## src/hdl/mslp_pkg.sv

```systemverilog
// Shared types and constants for the mode select parameter list parser.
`default_nettype none

package mslp_pkg;

    // Parameter list buffer size; the effective list length is clipped to it.
    localparam logic [15:0] BUFFER_BYTES = 16'd256;

    // Depth of the result queue in front of the output channel.
    localparam int QDEPTH = 4;
    localparam int QCNT_W = $clog2(QDEPTH + 1);
    localparam int QIDX_W = $clog2(QDEPTH);

    // Result kinds.
    localparam logic [1:0] KIND_DESC   = 2'd0;
    localparam logic [1:0] KIND_PHDR   = 2'd1;
    localparam logic [1:0] KIND_PBODY  = 2'd2;
    localparam logic [1:0] KIND_STATUS = 2'd3;

    // Configuration register indexes.
    localparam logic CFG_HEADER_FORM = 1'b0;
    localparam logic CFG_LIST_LENGTH = 1'b1;

    typedef struct packed {
        logic [1:0]  result_kind;
        logic [7:0]  density_code;
        logic [23:0] block_count;
        logic [23:0] block_size;
        logic [7:0]  byte_value;
        logic [7:0]  page_size;
        logic        page_end;
        logic        status;
        logic        last;
    } result_t;

endpackage

`default_nettype wire

```

## src/hdl/mode_select_list_parser_top.sv

```systemverilog
// Top level of the mode select parameter list parser.
//
//   channel  direction  handshake            payload
//   in       input      in_valid / in_stall  mode, param_byte
//   out      output     out_valid/out_stall  result_kind .. last
//   cfg      input      cfg_valid/cfg_ready  cfg_index, cfg_data
//
// Each accepted item is parsed in the cycle it is accepted and its zero, one
// or two results are written into a four-entry result queue, so one item is
// taken per clock. The output drains one result per clock; the input stalls
// only while the queue holds more than two results, which happens only when
// the output is stalled. Items that give two results end a list, so they can
// never follow each other back to back.
// Reset (rst_n low, asynchronous) empties the queue and puts the parser in
// its idle phase, where parameter bytes are ignored until a start item.
// cfg_ready is always high; the driver writes registers only while no item
// is in flight.
`default_nettype none

module mode_select_list_parser_top
    import mslp_pkg::*;
(
    input  wire logic        clk,
    input  wire logic        rst_n,
    // Input channel.
    input  wire logic        in_valid,
    output logic             in_stall,
    input  wire logic        mode,
    input  wire logic [7:0]  param_byte,
    // Output channel.
    output logic             out_valid,
    input  wire logic        out_stall,
    output logic [1:0]       result_kind,
    output logic [7:0]       density_code,
    output logic [23:0]      block_count,
    output logic [23:0]      block_size,
    output logic [7:0]       byte_value,
    output logic [7:0]       page_size,
    output logic             page_end,
    output logic             status,
    output logic             last,
    // Configuration write channel.
    input  wire logic        cfg_valid,
    output logic             cfg_ready,
    input  wire logic        cfg_index,
    input  wire logic [15:0] cfg_data
);

    // Parser phases.
    localparam logic [2:0] PH_IDLE   = 3'd0;
    localparam logic [2:0] PH_HEADER = 3'd1;
    localparam logic [2:0] PH_DESC   = 3'd2;
    localparam logic [2:0] PH_PCODE  = 3'd3;
    localparam logic [2:0] PH_PLEN   = 3'd4;
    localparam logic [2:0] PH_BODY   = 3'd5;
    localparam logic [2:0] PH_SKIP   = 3'd6;
    localparam logic [2:0] PH_DONE   = 3'd7;

    // Configuration registers.
    logic        header_form_reg;
    logic [15:0] list_length_reg;

    // Parser state.
    logic [15:0] bytes_left_reg, bytes_left_next;
    logic [2:0]  phase_reg, phase_next;
    logic [2:0]  header_index_reg, header_index_next;
    logic [15:0] desc_left_reg, desc_left_next;
    logic [55:0] desc_shift_reg, desc_shift_next;
    logic [7:0]  page_code_reg, page_code_next;
    logic [7:0]  page_left_reg, page_left_next;
    logic        failed_reg, failed_next;

    // Result queue, entry 0 is the head.
    result_t               q_reg [QDEPTH];
    result_t               q_next [QDEPTH];
    logic [QCNT_W-1:0]     qcnt_reg, qcnt_next;

    logic     in_acc;
    logic     pop;
    logic     step_has;
    result_t  step_res;
    logic     fin_has;
    result_t  fin_res;
    result_t  res0, res1;
    logic     push0, push1;
    logic [QCNT_W-1:0] base;
    logic [15:0] eff_len;
    logic [2:0]  last_pos;
    logic [15:0] bl_dec;

    assign cfg_ready = 1'b1;
    assign in_stall  = (qcnt_reg > QCNT_W'(QDEPTH - 2));
    assign in_acc    = in_valid && !in_stall;
    assign out_valid = (qcnt_reg != '0);
    assign pop       = out_valid && !out_stall;

    assign result_kind  = q_reg[0].result_kind;
    assign density_code = q_reg[0].density_code;
    assign block_count  = q_reg[0].block_count;
    assign block_size   = q_reg[0].block_size;
    assign byte_value   = q_reg[0].byte_value;
    assign page_size    = q_reg[0].page_size;
    assign page_end     = q_reg[0].page_end;
    assign status       = q_reg[0].status;
    assign last         = q_reg[0].last;

    assign eff_len  = (list_length_reg > BUFFER_BYTES) ? BUFFER_BYTES : list_length_reg;
    assign last_pos = header_form_reg ? 3'd7 : 3'd3;
    assign bl_dec   = bytes_left_reg - 16'd1;

    // Parse one item. At most one result comes from the phase itself and at
    // most one final status follows it.
    always_comb
    begin
        bytes_left_next   = bytes_left_reg;
        phase_next        = phase_reg;
        header_index_next = header_index_reg;
        desc_left_next    = desc_left_reg;
        desc_shift_next   = desc_shift_reg;
        page_code_next    = page_code_reg;
        page_left_next    = page_left_reg;
        failed_next       = failed_reg;
        step_has          = 1'b0;
        step_res          = '0;
        fin_has           = 1'b0;

        if (!mode)
        begin
            // Start of a new list.
            bytes_left_next   = eff_len;
            header_index_next = 3'd0;
            desc_left_next    = 16'd0;
            desc_shift_next   = 56'd0;
            page_code_next    = 8'd0;
            page_left_next    = 8'd0;
            failed_next       = 1'b0;
            phase_next        = PH_HEADER;
            if (eff_len == 16'd0)
            begin
                fin_has    = 1'b1;
                phase_next = PH_DONE;
            end
        end
        else if (phase_reg != PH_IDLE && phase_reg != PH_DONE)
        begin
            bytes_left_next = bl_dec;
            unique case (phase_reg)
                PH_HEADER:
                begin
                    if (header_form_reg)
                    begin
                        if (header_index_reg == 3'd6)
                        begin
                            desc_left_next = {param_byte, 8'd0};
                        end
                        else if (header_index_reg == 3'd7)
                        begin
                            desc_left_next = {desc_left_reg[15:8], param_byte};
                        end
                    end
                    else if (header_index_reg == 3'd3)
                    begin
                        desc_left_next = {8'd0, param_byte};
                    end
                    if (header_index_reg == last_pos)
                    begin
                        if (desc_left_next > bl_dec || desc_left_next[2:0] != 3'd0)
                        begin
                            // Bad block descriptor length.
                            failed_next = 1'b1;
                            fin_has     = 1'b1;
                            phase_next  = PH_DONE;
                        end
                        else
                        begin
                            phase_next = (desc_left_next != 16'd0) ? PH_DESC : PH_PCODE;
                        end
                    end
                    header_index_next = header_index_reg + 3'd1;
                end
                PH_DESC:
                begin
                    desc_shift_next = {desc_shift_reg[47:0], param_byte};
                    desc_left_next  = desc_left_reg - 16'd1;
                    if (desc_left_next[2:0] == 3'd0)
                    begin
                        step_has              = 1'b1;
                        step_res.result_kind  = KIND_DESC;
                        step_res.density_code = desc_shift_reg[55:48];
                        step_res.block_count  = desc_shift_reg[47:24];
                        step_res.block_size   = {desc_shift_reg[15:0], param_byte};
                        desc_shift_next       = 56'd0;
                        if (desc_left_next == 16'd0)
                        begin
                            phase_next = PH_PCODE;
                        end
                    end
                end
                PH_PCODE:
                begin
                    page_code_next = param_byte;
                    phase_next     = PH_PLEN;
                end
                PH_PLEN:
                begin
                    if ({8'd0, param_byte} > bl_dec)
                    begin
                        // Page does not fit: drop it.
                        phase_next = PH_SKIP;
                    end
                    else
                    begin
                        step_has             = 1'b1;
                        step_res.result_kind = KIND_PHDR;
                        step_res.byte_value  = page_code_reg;
                        step_res.page_size   = param_byte;
                        step_res.page_end    = (param_byte == 8'd0);
                        page_left_next       = param_byte;
                        phase_next           = (param_byte != 8'd0) ? PH_BODY : PH_PCODE;
                    end
                end
                PH_BODY:
                begin
                    page_left_next       = page_left_reg - 8'd1;
                    step_has             = 1'b1;
                    step_res.result_kind = KIND_PBODY;
                    step_res.byte_value  = param_byte;
                    step_res.page_end    = (page_left_next == 8'd0);
                    if (page_left_next == 8'd0)
                    begin
                        phase_next = PH_PCODE;
                    end
                end
                default:
                begin
                    // Skipping the rest of the list.
                end
            endcase
            if (phase_next != PH_DONE && bl_dec == 16'd0)
            begin
                if (phase_reg == PH_HEADER && phase_next == PH_HEADER)
                begin
                    // List ended inside the header.
                    failed_next = 1'b1;
                end
                fin_has    = 1'b1;
                phase_next = PH_DONE;
            end
        end
    end

    always_comb
    begin
        fin_res             = '0;
        fin_res.result_kind = KIND_STATUS;
        fin_res.status      = failed_next;
        fin_res.last        = 1'b1;

        res0      = step_has ? step_res : fin_res;
        res0.last = !(step_has && fin_has);
        res1      = fin_res;
        push0     = in_acc && (step_has || fin_has);
        push1     = in_acc && step_has && fin_has;
    end

    // Queue update: shift out the head on a pop, then append new results.
    always_comb
    begin
        base      = qcnt_reg - QCNT_W'(pop);
        qcnt_next = base + QCNT_W'(push0) + QCNT_W'(push1);
        for (int i = 0; i < QDEPTH; i++)
        begin
            if (pop && i < QDEPTH - 1)
            begin
                q_next[i] = q_reg[i + 1];
            end
            else
            begin
                q_next[i] = q_reg[i];
            end
            if (push0 && base[QIDX_W-1:0] == QIDX_W'(i))
            begin
                q_next[i] = res0;
            end
            if (push1 && QIDX_W'(base[QIDX_W-1:0] + QIDX_W'(1)) == QIDX_W'(i))
            begin
                q_next[i] = res1;
            end
        end
    end

    always_ff @(posedge clk)
    begin
        for (int i = 0; i < QDEPTH; i++)
        begin
            q_reg[i] <= q_next[i];
        end
    end

    always_ff @(posedge clk or negedge rst_n)
    begin
        if (!rst_n)
        begin
            header_form_reg  <= 1'b0;
            list_length_reg  <= 16'd0;
            bytes_left_reg   <= 16'd0;
            phase_reg        <= PH_IDLE;
            header_index_reg <= 3'd0;
            desc_left_reg    <= 16'd0;
            desc_shift_reg   <= 56'd0;
            page_code_reg    <= 8'd0;
            page_left_reg    <= 8'd0;
            failed_reg       <= 1'b0;
            qcnt_reg         <= '0;
        end
        else
        begin
            if (cfg_valid && cfg_ready)
            begin
                unique case (cfg_index)
                    CFG_HEADER_FORM: header_form_reg <= cfg_data[0];
                    CFG_LIST_LENGTH: list_length_reg <= cfg_data;
                    default:         list_length_reg <= list_length_reg;
                endcase
            end
            if (in_acc)
            begin
                bytes_left_reg   <= bytes_left_next;
                phase_reg        <= phase_next;
                header_index_reg <= header_index_next;
                desc_left_reg    <= desc_left_next;
                desc_shift_reg   <= desc_shift_next;
                page_code_reg    <= page_code_next;
                page_left_reg    <= page_left_next;
                failed_reg       <= failed_next;
            end
            qcnt_reg <= qcnt_next;
        end
    end

    // The queue never holds more results than it has entries.
    assert property (@(posedge clk) disable iff (!rst_n)
        qcnt_reg <= QCNT_W'(QDEPTH))
        else $error("result queue overflow");

    // A check condition is only ever left behind by a finished list.
    assert property (@(posedge clk) disable iff (!rst_n)
        failed_reg |-> phase_reg == PH_DONE)
        else $error("failed flag set outside the done phase");

    // With no item taken, a delivered result shrinks the queue by one.
    assert property (@(posedge clk) disable iff (!rst_n)
        (pop && !in_acc) |=> qcnt_reg == $past(qcnt_reg) - QCNT_W'(1))
        else $error("queue count wrong after pop");

    // A finished list stays finished until the next start item.
    assert property (@(posedge clk) disable iff (!rst_n)
        (phase_reg == PH_DONE && !(in_acc && !mode)) |=> phase_reg == PH_DONE)
        else $error("left the done phase without a start item");

endmodule

`default_nettype wire

```

## config.mk

```make
export PLATFORM = sky130hd
export DESIGN_NAME = mode_select_list_parser_top
export DESIGN_NICKNAME = d
export VERILOG_FILES = /design/src/hdl/mslp_pkg.sv /design/src/hdl/mode_select_list_parser_top.sv
export SDC_FILE = /design/constraint.sdc
export NUM_CORES = 1
export LEC_CHECK = 0
export BUFFER_PORTS_ARGS = -buffer_cell sky130_fd_sc_hd__buf_2
export CORE_MARGIN = 5
export CORE_UTILIZATION = 40
export DETAILED_ROUTE_END_ITERATION = 12
export GPL_ROUTABILITY_DRIVEN = 0
export GPL_TIMING_DRIVEN = 0
export SYNTH_ARGS = -nofsm -noshare
export SYNTH_HDL_FRONTEND = slang
export SYNTH_SLANG_ARGS = --single-unit
```

## constraint.sdc

```tcl
create_clock -name clk -period 8.3 [get_ports clk]
set_clock_uncertainty 0.05 [all_clocks]
set_input_delay 1.66 -clock clk [delete_from_list [all_inputs] [get_ports clk]]
set_output_delay 1.66 -clock clk [all_outputs]
set_load 0.01 [all_outputs]
```

==> results of run 1 <==
## synthesized netlist by cell type, types with 3 or more instances
cell / instances
ha_1: 39
a2bb2oi_1: 3
or2_2: 4
a21oi_1: 46
dfrtp_1: 131
nand3_1: 17
nor3_1: 248
a22oi_1: 16
and2_1: 68
nand2_1: 157
buf_2: 37
o22ai_1: 4
a21o_1: 10
o21ai_1: 12
a211oi_1: 112
nand4_1: 80
xnor2_1: 17
a22o_1: 70
buf_4: 18
a221oi_1: 6
o211ai_1: 4
a31oi_1: 10
nor2_1: 68
mux2i_1: 227
nor2b_1: 8
o21ai_0: 145
clkbuf_1: 144
edfxtp_1: 4
or4_1: 8
and3_1: 9
nor3b_1: 4
inv_1: 32
buf_6: 18
a211oi_2: 115
or3_1: 12
mux2_2: 18
clkbuf_2: 5
o31ai_1: 4
nor4_1: 21
buf_1: 5
dfxtp_1: 304
## final cells by class
cell class / count / area [um^2]
Buffer: 228 / 1115
Timing Repair Buffer: 110 / 579.3
Inverter: 32 / 120.1
Fill cell: 5266 / 29520
Sequential cell: 439 / 9484
Clock buffer: 76 / 1533
Multi-Input combinational cell: 1611 / 11450
Tap cell: 748 / 935.9
Clock inverter: 19 / 242.7
## worst paths after layout
| check | to |
|---|---|
| setup / recovery | qcnt_reg[2]$_DFF_PN0_ |
| hold / removal | q_reg[3][51]$_SDFFE_PP0P_ |
| setup reg to reg | qcnt_reg[2]$_DFF_PN0_ |
| hold reg to reg | q_reg[3][51]$_SDFFE_PP0P_ |
| max in group asynchronous | desc_shift_reg[48]$_DFFE_PN0P_ |
| min in group asynchronous | header_form_reg$_DFFE_PN0P_ |
## layout by cell type (no fill, tap or decap), types with 18 or more instances in the layout
cell type    n
dfrtp_1    131
o21ai_0    145
mux2_2      18
inv_1       32
a211oi_2   115
buf_2      144
a211oi_1   112
a21oi_1     46
buf_4       18
mux2i_1    227
nand4_1     80
a22o_1      70
dfxtp_1    304
and2_1      68
ha_1        39
nand2_1    157
clkbuf_1   155
buf_6       19
nor4_1      21
nor2_1      68
clkbuf_16   53
nor3_1     248
## power groups by stage
| stage | sequential, mW | clock (mW) | combinational [mW] |
|---|---|---|---|
| CTS | 2.56 | 2.38 | 2.54 |
| global placement | 2.60 | 0 | 2.48 |
| floorplan | 2.54 | 0 | 1.80 |
| finish | 2.57 | 2.34 | 2.59 |
| global route | 2.60 | 2.48 | 2.81 |
| detailed placement | 2.61 | 0 | 2.53 |
## cells by family after synthesis
group | Yosys count | synth area share
compound gates | 585 | 0.2085
fa+ha+maj | 39 | 0.02201
flops | 439 | 0.4278
xor+xnor | 19 | 0.007506
buf+inv | 260 | 0.05570
other cells | 1 | 0.0001691
simple gates | 722 | 0.1667
mux | 245 | 0.1116
## layer usage
| metal | routed length, um | global-route usage |
|---|---|---|
| met1 | 29650 | 0.2861 |
| met2 | 31940 | 0.3698 |
| met3 | 3957 | 0.03696 |
| met4 | 2655 | 0.08008 |
| met5 | 12 | 0 |
## through the flow
step	util	instances	area, um^2	hold WS, ps	setup slack [ps]
final	0.4630	3263	25460	410.0	2217
after global routing	0.4630	3263	25460	422.6	2115
after CTS	0.4630	3262	25460	410.3	2334
after detailed placement	0.4307	3167	23680	396.1	1820
after global placement	0.4301	3166	23650	388.0	1823
after floorplan	-	2310	22170	378.1	3345
## critical path: stages (launching register included)
cell and delay (ps):
dfrtp_1 410, inv_1 180, ha_1 270, or3b_2 450
clkbuf_1 230, or3_1 370, xnor2_1 270, inv_1 180
ha_1 360, nand4_1 120, or3_1 330, a21o_1 160
a31oi_1 330, o21bai_1 230, o221a_4 320, o22ai_2 250
buf_6 220, buf_2 310, buf_2 340, a21o_1 170
ha_1 150, xnor2_1 140, xnor2_1 140
==> results.toml, run 1 <==
[outcome]
outcome = "finished clean"

[setup_path]
cp_max_fo = 10
rr_worst_depth = 22
cp.required_ps = 8780
cp_data_arrival_time_ps = 6560
critPathLaunch = "bytes_left_reg[0]$_DFFE_PN0P_"
crit_type = "flop to flop"
r2r_slack_ps = 2220
startpoint_type = "flop"
endpoint_kind = "flop"
r2r_start = "bytes_left_reg[0]$_DFFE_PN0P_"

[sta]
slew_headroom = 0.2176
hold_viol_final = 0
fmax_mhz = 164.4
rsz0062_at_grt = "false"
setup_violations = 0
min_period_ps = 6083
drv_slew = 0
worst_slew_pin_slew_ps = 1174
post-route-period-util = 0.7329
tns_ps = 0

[routing]
antenna_left = 0
drt_iter0_drc = 1609
firstDrtPassIters = 6
wl_mm = 68.21
drc = 0
wl_per_cell_um = 20.91
avgViaCountPerCell = 5.806
via_count = 18946

[floorplanning]
core_mm2 = 0.05499
rows = 86
die_h_um = 245.4
fp.dieW_um = 245.4
initial_core_util = 0.4032
io_pins = 111
die_area_mm2 = 0.06023

[clock_tree]
clk_pin_slew_ps = 60
cts_resized = 0
htree_levels = 2
cts_tree = "built"
hold_buffers = 0
cts_buffers = 51
cts_sinks = 439
cts_buffer_depth = 3
clk_latency_ps = 610
cts_setup_buffers = 0
cts-root-buf = "clkbuf_16"

[yosys]
syn-cell-area_mm2 = 0.02217
ys_warn_count = 0
synth_seq_cells = 439
synthArstFlopShare = 0.2984
synth_ff_type = "dfxtp_1"
syn-num-nets = 2380
ys_types = 78
yosysTopAreaCell = "dfxtp_1"
synth_cells = 2310
syn_avg_cell_area_um2 = 9.597
ys_seq_area_frac = 0.4278
synth_enable_flop_cells = 4
yosysTopAreaCellShare = 0.2745
synth_area_leaders = "dfxtp_1, dfrtp_1, mux2i_1"

[global_routing]
antenna_found_initial = 1
grt_max_degree = 77
grt_overflow = 0
grt_pass1_wl_mm = 107.8
grt_usage = 0.2199
grt_pass1_vias = 19010

[pwr]
leakage_nw = 10.05
finalPower_mw = 7.499
p_seq_frac = 0.343
ir_drop_uv = 198.2
p_clk_frac = 0.312
power.switching_mw = 2.932
combPwrFrac = 0.345
powerDensity_mw_per_mm2 = 294.5
p_int_mw = 4.567
p_sw_frac = 0.3910

[min_path]
hold-path-cell-count = 2
hold_path.class = "flop to flop"
holdCritStartpoint = "q_reg[3][51]$_SDFFE_PP0P_"

[layout]
finalNetCount = 2543
area_delta_synth_final_pct = 14.84
largest_reg_flops = 308
antenna_cells = 0
drive_above_1_share = 0.1690

[placement]
place.port_buffers = 108
dp_hpwl_mm = 49.05

[run]
max_cap_violations = 0
Power figures use the tool's default switching activity.
==> run 2, diff against run 1 <==
==> constraint.sdc (replaced) <==
create_clock -name clk -period 5.5 [get_ports clk]
set_clock_uncertainty 0.05 [all_clocks]
set_input_delay 1.1 -clock clk [delete_from_list [all_inputs] [get_ports clk]]
set_output_delay 1.1 -clock clk [all_outputs]
set_load 0.01 [all_outputs]
==> results.toml, run 2 (same netlist as run 1, synthesis figures left out) <==
[sta]
hold_viol_final = 0
rsz0062_at_grt = "true"
setup_violations = 0
post-route-period-util = 0.9815
slew_headroom = 0.2305
drv_slew = 0
worst_slew_pin_slew_ps = 1154
min_period_ps = 5398
fmax_mhz = 185.2
fin_hold_ws_ps = 407.0

[layout]
final_common_cell = "dfxtp_1"
largest_reg_flops = 308
final_cell_mix = "dfxtp_1, nor3_1, mux2i_1"
finalNetCount = 2549
area_delta_synth_final_pct = 15.32
nFillCells = 5261
drive_above_1_share = 0.1753
antenna_cells = 0

[clock_tree]
cts_buffer_depth = 3
cts-root-buf = "clkbuf_16"
clk_pin_slew_ps = 60
cts_sinks = 439
cts_buffers = 51
clk_latency_ps = 610
cts_tree = "built"
htree_levels = 2

[floorplanning]
io_pins = 111
initial_core_util = 0.4032
die_area_mm2 = 0.06023
rows = 86
die_h_um = 245.4
fp.dieW_um = 245.4
core_mm2 = 0.05499

[min_path]
hold-path-cell-count = 2
hold_path.class = "flop to flop"

[routing]
wl_per_cell_um = 20.91
avgViaCountPerCell = 5.803
via_count = 18970
wl_mm = 68.35
antenna_left = 0
drt_iter0_drc = 1557
drc = 0
firstDrtPassIters = 5

[setup_path]
cp_max_fo = 10
cp_data_arrival_time_ps = 5880
crit_type = "flop to flop"
timing.rr.end = "qcnt_reg[2]$_DFF_PN0_"
endpoint_kind = "flop"
cp.required_ps = 5980
rr_worst_depth = 21
endpoint = "qcnt_reg[2]$_DFF_PN0_"
critPathLaunch = "bytes_left_reg[0]$_DFFE_PN0P_"
r2r_start = "bytes_left_reg[0]$_DFFE_PN0P_"
startpoint_type = "flop"
r2r_slack_ps = 100

[outcome]
outcome = "finished clean"

[pwr]
powerDensity_mw_per_mm2 = 444.7
p_seq_frac = 0.342
ir_drop_uv = 300.5
leakage_nw = 10.10
power.switching_mw = 4.458
finalPower_mw = 11.37
p_int_mw = 6.912
p_clk_frac = 0.311
p_sw_frac = 0.3921
combPwrFrac = 0.347

[global_routing]
grt_pass1_vias = 19031
grt_pass1_wl_mm = 107.9
grt_usage = 0.2201
antenna_found_initial = 1
grt_max_degree = 77
grt_overflow = 0

[run]
max_cap_violations = 0

[placement]
place.port_buffers = 108
dp_hpwl_mm = 49.05
## run 2: cell count changes in the layout (fill, tap and decap cells not counted), moves of 2 or more
| cell | before | now |
|---|---|---|
| buf_4 | 18 | 27 |
| a211oi_2 | 115 | 117 |
| clkbuf_1 | 155 | 153 |
| buf_2 | 144 | 141 |
| a211oi_1 | 112 | 110 |
## run 2: power groups by stage
| stage | clock network, mW | logic [mW] | registers (mW) |
|---|---|---|---|
| CTS | 3.60 | 3.87 | 3.87 |
| floorplan | 0 | 2.72 | 3.83 |
| global placement | 0 | 3.75 | 3.92 |
| global route | 3.75 | 4.28 | 3.93 |
| finish | 3.54 | 3.95 | 3.88 |
| detailed placement | 0 | 3.82 | 3.93 |
## run 2: what timing repair did
item                                    4_1_cts  5_1_grt
hold buffers                                  0        0
setup buffers                                 2        5
resized for setup                             9        8
endpoints found under the setup margin      264      101
pin swaps                                     1        1
## run 2: per-stage QoR
step / setup TNS (ps) / utilization / setup slack, ps / area [um^2] / instances
after floorplan: 0 / - / 768.5 / 22170 / 2310
after global placement: -47400 / 0.4301 / -417.1 / 23650 / 3166
after detailed placement: -42460 / 0.4307 / -453.9 / 23680 / 3167
after CTS: 0 / 0.4637 / 44.22 / 25500 / 3263
after global routing: -40.08 / 0.4650 / -40.08 / 25570 / 3269
final: 0 / 0.4650 / 101.8 / 25570 / 3269
## run 2: worst min-delay path by stage
stage	startpoint	to	slack [ps]
detailed placement	q_reg[3][28]$_SDFFE_PP0P_	q_reg[3][28]$_SDFFE_PP0P_	400
global route	q_reg[3][51]$_SDFFE_PP0P_	q_reg[3][51]$_SDFFE_PP0P_	420
CTS	q_reg[3][51]$_SDFFE_PP0P_	q_reg[3][51]$_SDFFE_PP0P_	410
global placement	q_reg[3][4]$_SDFFE_PP0P_	q_reg[3][4]$_SDFFE_PP0P_	390
finish	q_reg[3][33]$_SDFFE_PP0P_	q_reg[3][33]$_SDFFE_PP0P_	410
floorplan	q_reg[3][28]$_SDFFE_PP0P_	q_reg[3][28]$_SDFFE_PP0P_	380
## run 2: cell type report
| type | instances | area [um^2] | share of cell area |
|---|---|---|---|
| Timing Repair Buffer | 117 | 631.9 | 0.02471 |
| Tap cell | 748 | 935.9 | 0.03661 |
| Clock buffer | 76 | 1533 | 0.05995 |
| Inverter | 32 | 120.1 | 0.004698 |
| Sequential cell | 439 | 9484 | 0.3710 |
| Multi-Input combinational cell | 1611 | 11500 | 0.4496 |
| Buffer | 227 | 1124 | 0.04395 |
| Clock inverter | 19 | 242.7 | 0.009494 |
## run 2: routing by layer
| metal | part of all wire | GRT usage | vias up |
|---|---|---|---|
| met5 | 0.00018 | 0 | - |
| met4 | 0.041 | 0.08320 | 2 |
| met3 | 0.060 | 0.03739 | 167 |
| met2 | 0.47 | 0.3689 | 681 |
| met1 | 0.43 | 0.2861 | 9155 |
| li1 | - | - | 8965 |
## run 2: worst max-delay path, cell delays in order (launching register included)
cell and delay (ps):
dfrtp_1 410, inv_1 190, ha_2 260, or3b_2 580, or3_1 400, xnor2_2 210, inv_1 150, ha_1 350
nand4_1 120, or3_1 330, a21o_1 170, a31oi_2 270, o21bai_2 150, o221a_4 290, o22ai_2 240, buf_6 180
buf_6 170, buf_4 220, a21o_1 140, ha_1 150, xnor2_1 140, xnor2_1 140
==> run 3, diff against run 2 <==
--- a/config.mk
+++ b/config.mk
@@ -8,9 +8,11 @@
 export BUFFER_PORTS_ARGS = -buffer_cell sky130_fd_sc_hd__buf_2
 export CORE_MARGIN = 5
 export CORE_UTILIZATION = 40
+export CTS_BUF_LIST = sky130_fd_sc_hd__clkbuf_4
 export DETAILED_ROUTE_END_ITERATION = 12
 export GPL_ROUTABILITY_DRIVEN = 0
 export GPL_TIMING_DRIVEN = 0
 export SYNTH_ARGS = -nofsm -noshare
 export SYNTH_HDL_FRONTEND = slang
 export SYNTH_SLANG_ARGS = --single-unit
+export TNS_END_PERCENT = 100
==> results.toml, run 3 (same netlist as run 1, synthesis figures left out) <==
[global_routing]
grt_overflow = 0
grt_pass1_vias = 19664
antenna_found_initial = 3
grt_usage = 0.2232
grt_pass1_wl_mm = 109.1
grt_max_degree = 77

[setup_path]
cp.required_ps = 6270
cp_data_arrival_time_ps = 6180
crit_type = "flop to flop"
cp_max_fo = 10
cp_cell_sequence = "inv_1 > ha_2 > or3b_2 > or3_1 > xnor2_2 > inv_1 > ha_1 > nand4_1 > or3_1 > a21o_1 > a31oi_2 > o21bai_2 > o221a_4 > o22ai_4 > buf_8 > buf_6 > buf_4 > a21o_1 > ha_1 > xnor2_1 > xnor2_1"
worst_path_largest_cell_delay_ps = 580
cpLargestDelayFamily = "simple AND/OR/NAND/NOR gates"
endpoint_kind = "flop"
crit_slowest_cell = "or3b_2"
cp.buffers_inverters = 5
startpoint_type = "flop"

[floorplanning]
core_mm2 = 0.05499
io_pins = 111
fp.dieW_um = 245.4
initial_core_util = 0.4032
die_h_um = 245.4
die_area_mm2 = 0.06023
rows = 86

[min_path]
hold_path.class = "primary input to asynchronous set/reset pin"

[layout]
drive_above_1_share = 0.2094
largest_reg_flops = 308
area_delta_synth_final_pct = 14.23
finalNetCount = 2611
final_cell_mix = "dfxtp_1, nor3_1, mux2i_1"
post-route-util = 0.4606
final_common_cell = "dfxtp_1"

[placement]
dp_hpwl_mm = 49.05
place.port_buffers = 108

[clock_tree]
cts_buffer_depth = 3
cts_buffers = 117
cts_tree = "built"
htree_levels = 3
clk_pin_slew_ps = 70
cts-root-buf = "clkbuf_4"
clk_latency_ps = 900
cts_sinks = 439

[sta]
rsz0062_at_grt = "false"
drv_slew = 0
fmax_mhz = 185.1
slew_headroom = 0.1817
post-route-period-util = 0.9822
worst_slew_pin_slew_ps = 1228
min_period_ps = 5402
hold_viol_final = 0
setup_violations = 0

[routing]
wl_mm = 69.02
drc = 0
wl_per_cell_um = 20.41
antenna_left = 0
drt_iter0_drc = 1639
via_count = 19418
firstDrtPassIters = 8
avgViaCountPerCell = 5.742

[pwr]
finalPower_mw = 10.78
ir_drop_uv = 247.5
leakage_nw = 10.13
powerDensity_mw_per_mm2 = 425.7

[run]
max_cap_violations = 0

[outcome]
outcome = "finished clean"
-- run 3: changes by cell type in the layout (fill, tap and decap cells not counted), sizes merged --
cell	previous run	this run
clkinv	11	22
buf	194	191
bufinv	4	1
clkbuf	226	332
diode	0	3
inv	36	35
-- run 3: cell type report --
type / count / area (um^2)
Buffer: 227 / 1127
Timing Repair Buffer: 113 / 614.3
Inverter: 32 / 120.1
Fill cell: 5360 / 29660
Multi-Input combinational cell: 1611 / 11510
Tap cell: 748 / 935.9
Clock inverter: 26 / 153.9
Clock buffer: 183 / 1374
Sequential cell: 439 / 9484
Antenna cell: 3 / 7.507
-- run 3: where the power goes --
part	total [mW]	switching, mW	leakage [nW]	internal, mW
combinational	3.95	2.69	4.98	1.25
sequential	3.88	0.345	4.22	3.54
clock	2.95	1.40	0.928	1.55
total	10.8	4.44	10.1	6.34
-- run 3: timing repair --
action	CTS	global route
hold buffers	0	0
buffers inserted	2	1
pin swaps	1	2
cloned	0	0
setup endpoints to repair	234	104
resized for setup	9	11
-- run 3: worst paths after layout --
path                                          startpoint                       endpoint  slack (ps)  depth (start not counted)
max reg2reg                bytes_left_reg[0]$_DFFE_PN0P_          qcnt_reg[2]$_DFF_PN0_         100                         21
max                        bytes_left_reg[0]$_DFFE_PN0P_          qcnt_reg[2]$_DFF_PN0_         100                         21
min                                                rst_n          qcnt_reg[2]$_DFF_PN0_         160                          1
min reg2reg                    q_reg[3][33]$_SDFFE_PP0P_      q_reg[3][33]$_SDFFE_PP0P_         410                          2
min in group clk               q_reg[3][33]$_SDFFE_PP0P_      q_reg[3][33]$_SDFFE_PP0P_         410                          2
max in group asynchronous                          rst_n  desc_left_reg[12]$_DFFE_PN0P_        4500                          2
-- run 3: worst reg2reg max path, cell delays in order (launching register included) --
cell	delay, ps
dfrtp_1	410
inv_1	180
ha_2	260
or3b_2	580
or3_1	400
xnor2_2	210
inv_1	150
ha_1	350
nand4_1	120
or3_1	330
a21o_1	170
a31oi_2	290
o21bai_2	160
o221a_4	300
o22ai_4	220
buf_8	200
buf_6	190
buf_4	220
a21o_1	150
ha_1	150
xnor2_1	140
xnor2_1	140
-- run 3: stage by stage --
step / hold slack, ps / setup WS, ps / cells / TNS (ps) / cell area, um^2
2_1_floorplan: 378.1 / 768.5 / 2310 / 0 / 22170
3_3_place_gp: 388.0 / -417.1 / 3166 / -47400 / 23650
3_5_place_dp: 396.1 / -453.9 / 3167 / -42460 / 23680
4_1_cts: 94.72 / 84.04 / 3377 / 0 / 25250
5_1_grt: 124.0 / 6.675 / 3382 / 0 / 25330
6_report: 156.4 / 97.64 / 3382 / 0 / 25330
-- run 3: metal layers --
metal  track usage  up-vias  wire, um
li1              -     9180         -
met1        0.2819     9290     29490
met2        0.3716      752     32020
met3       0.04761      194      4602
met4       0.09386        2      2894
met5             0        -        12
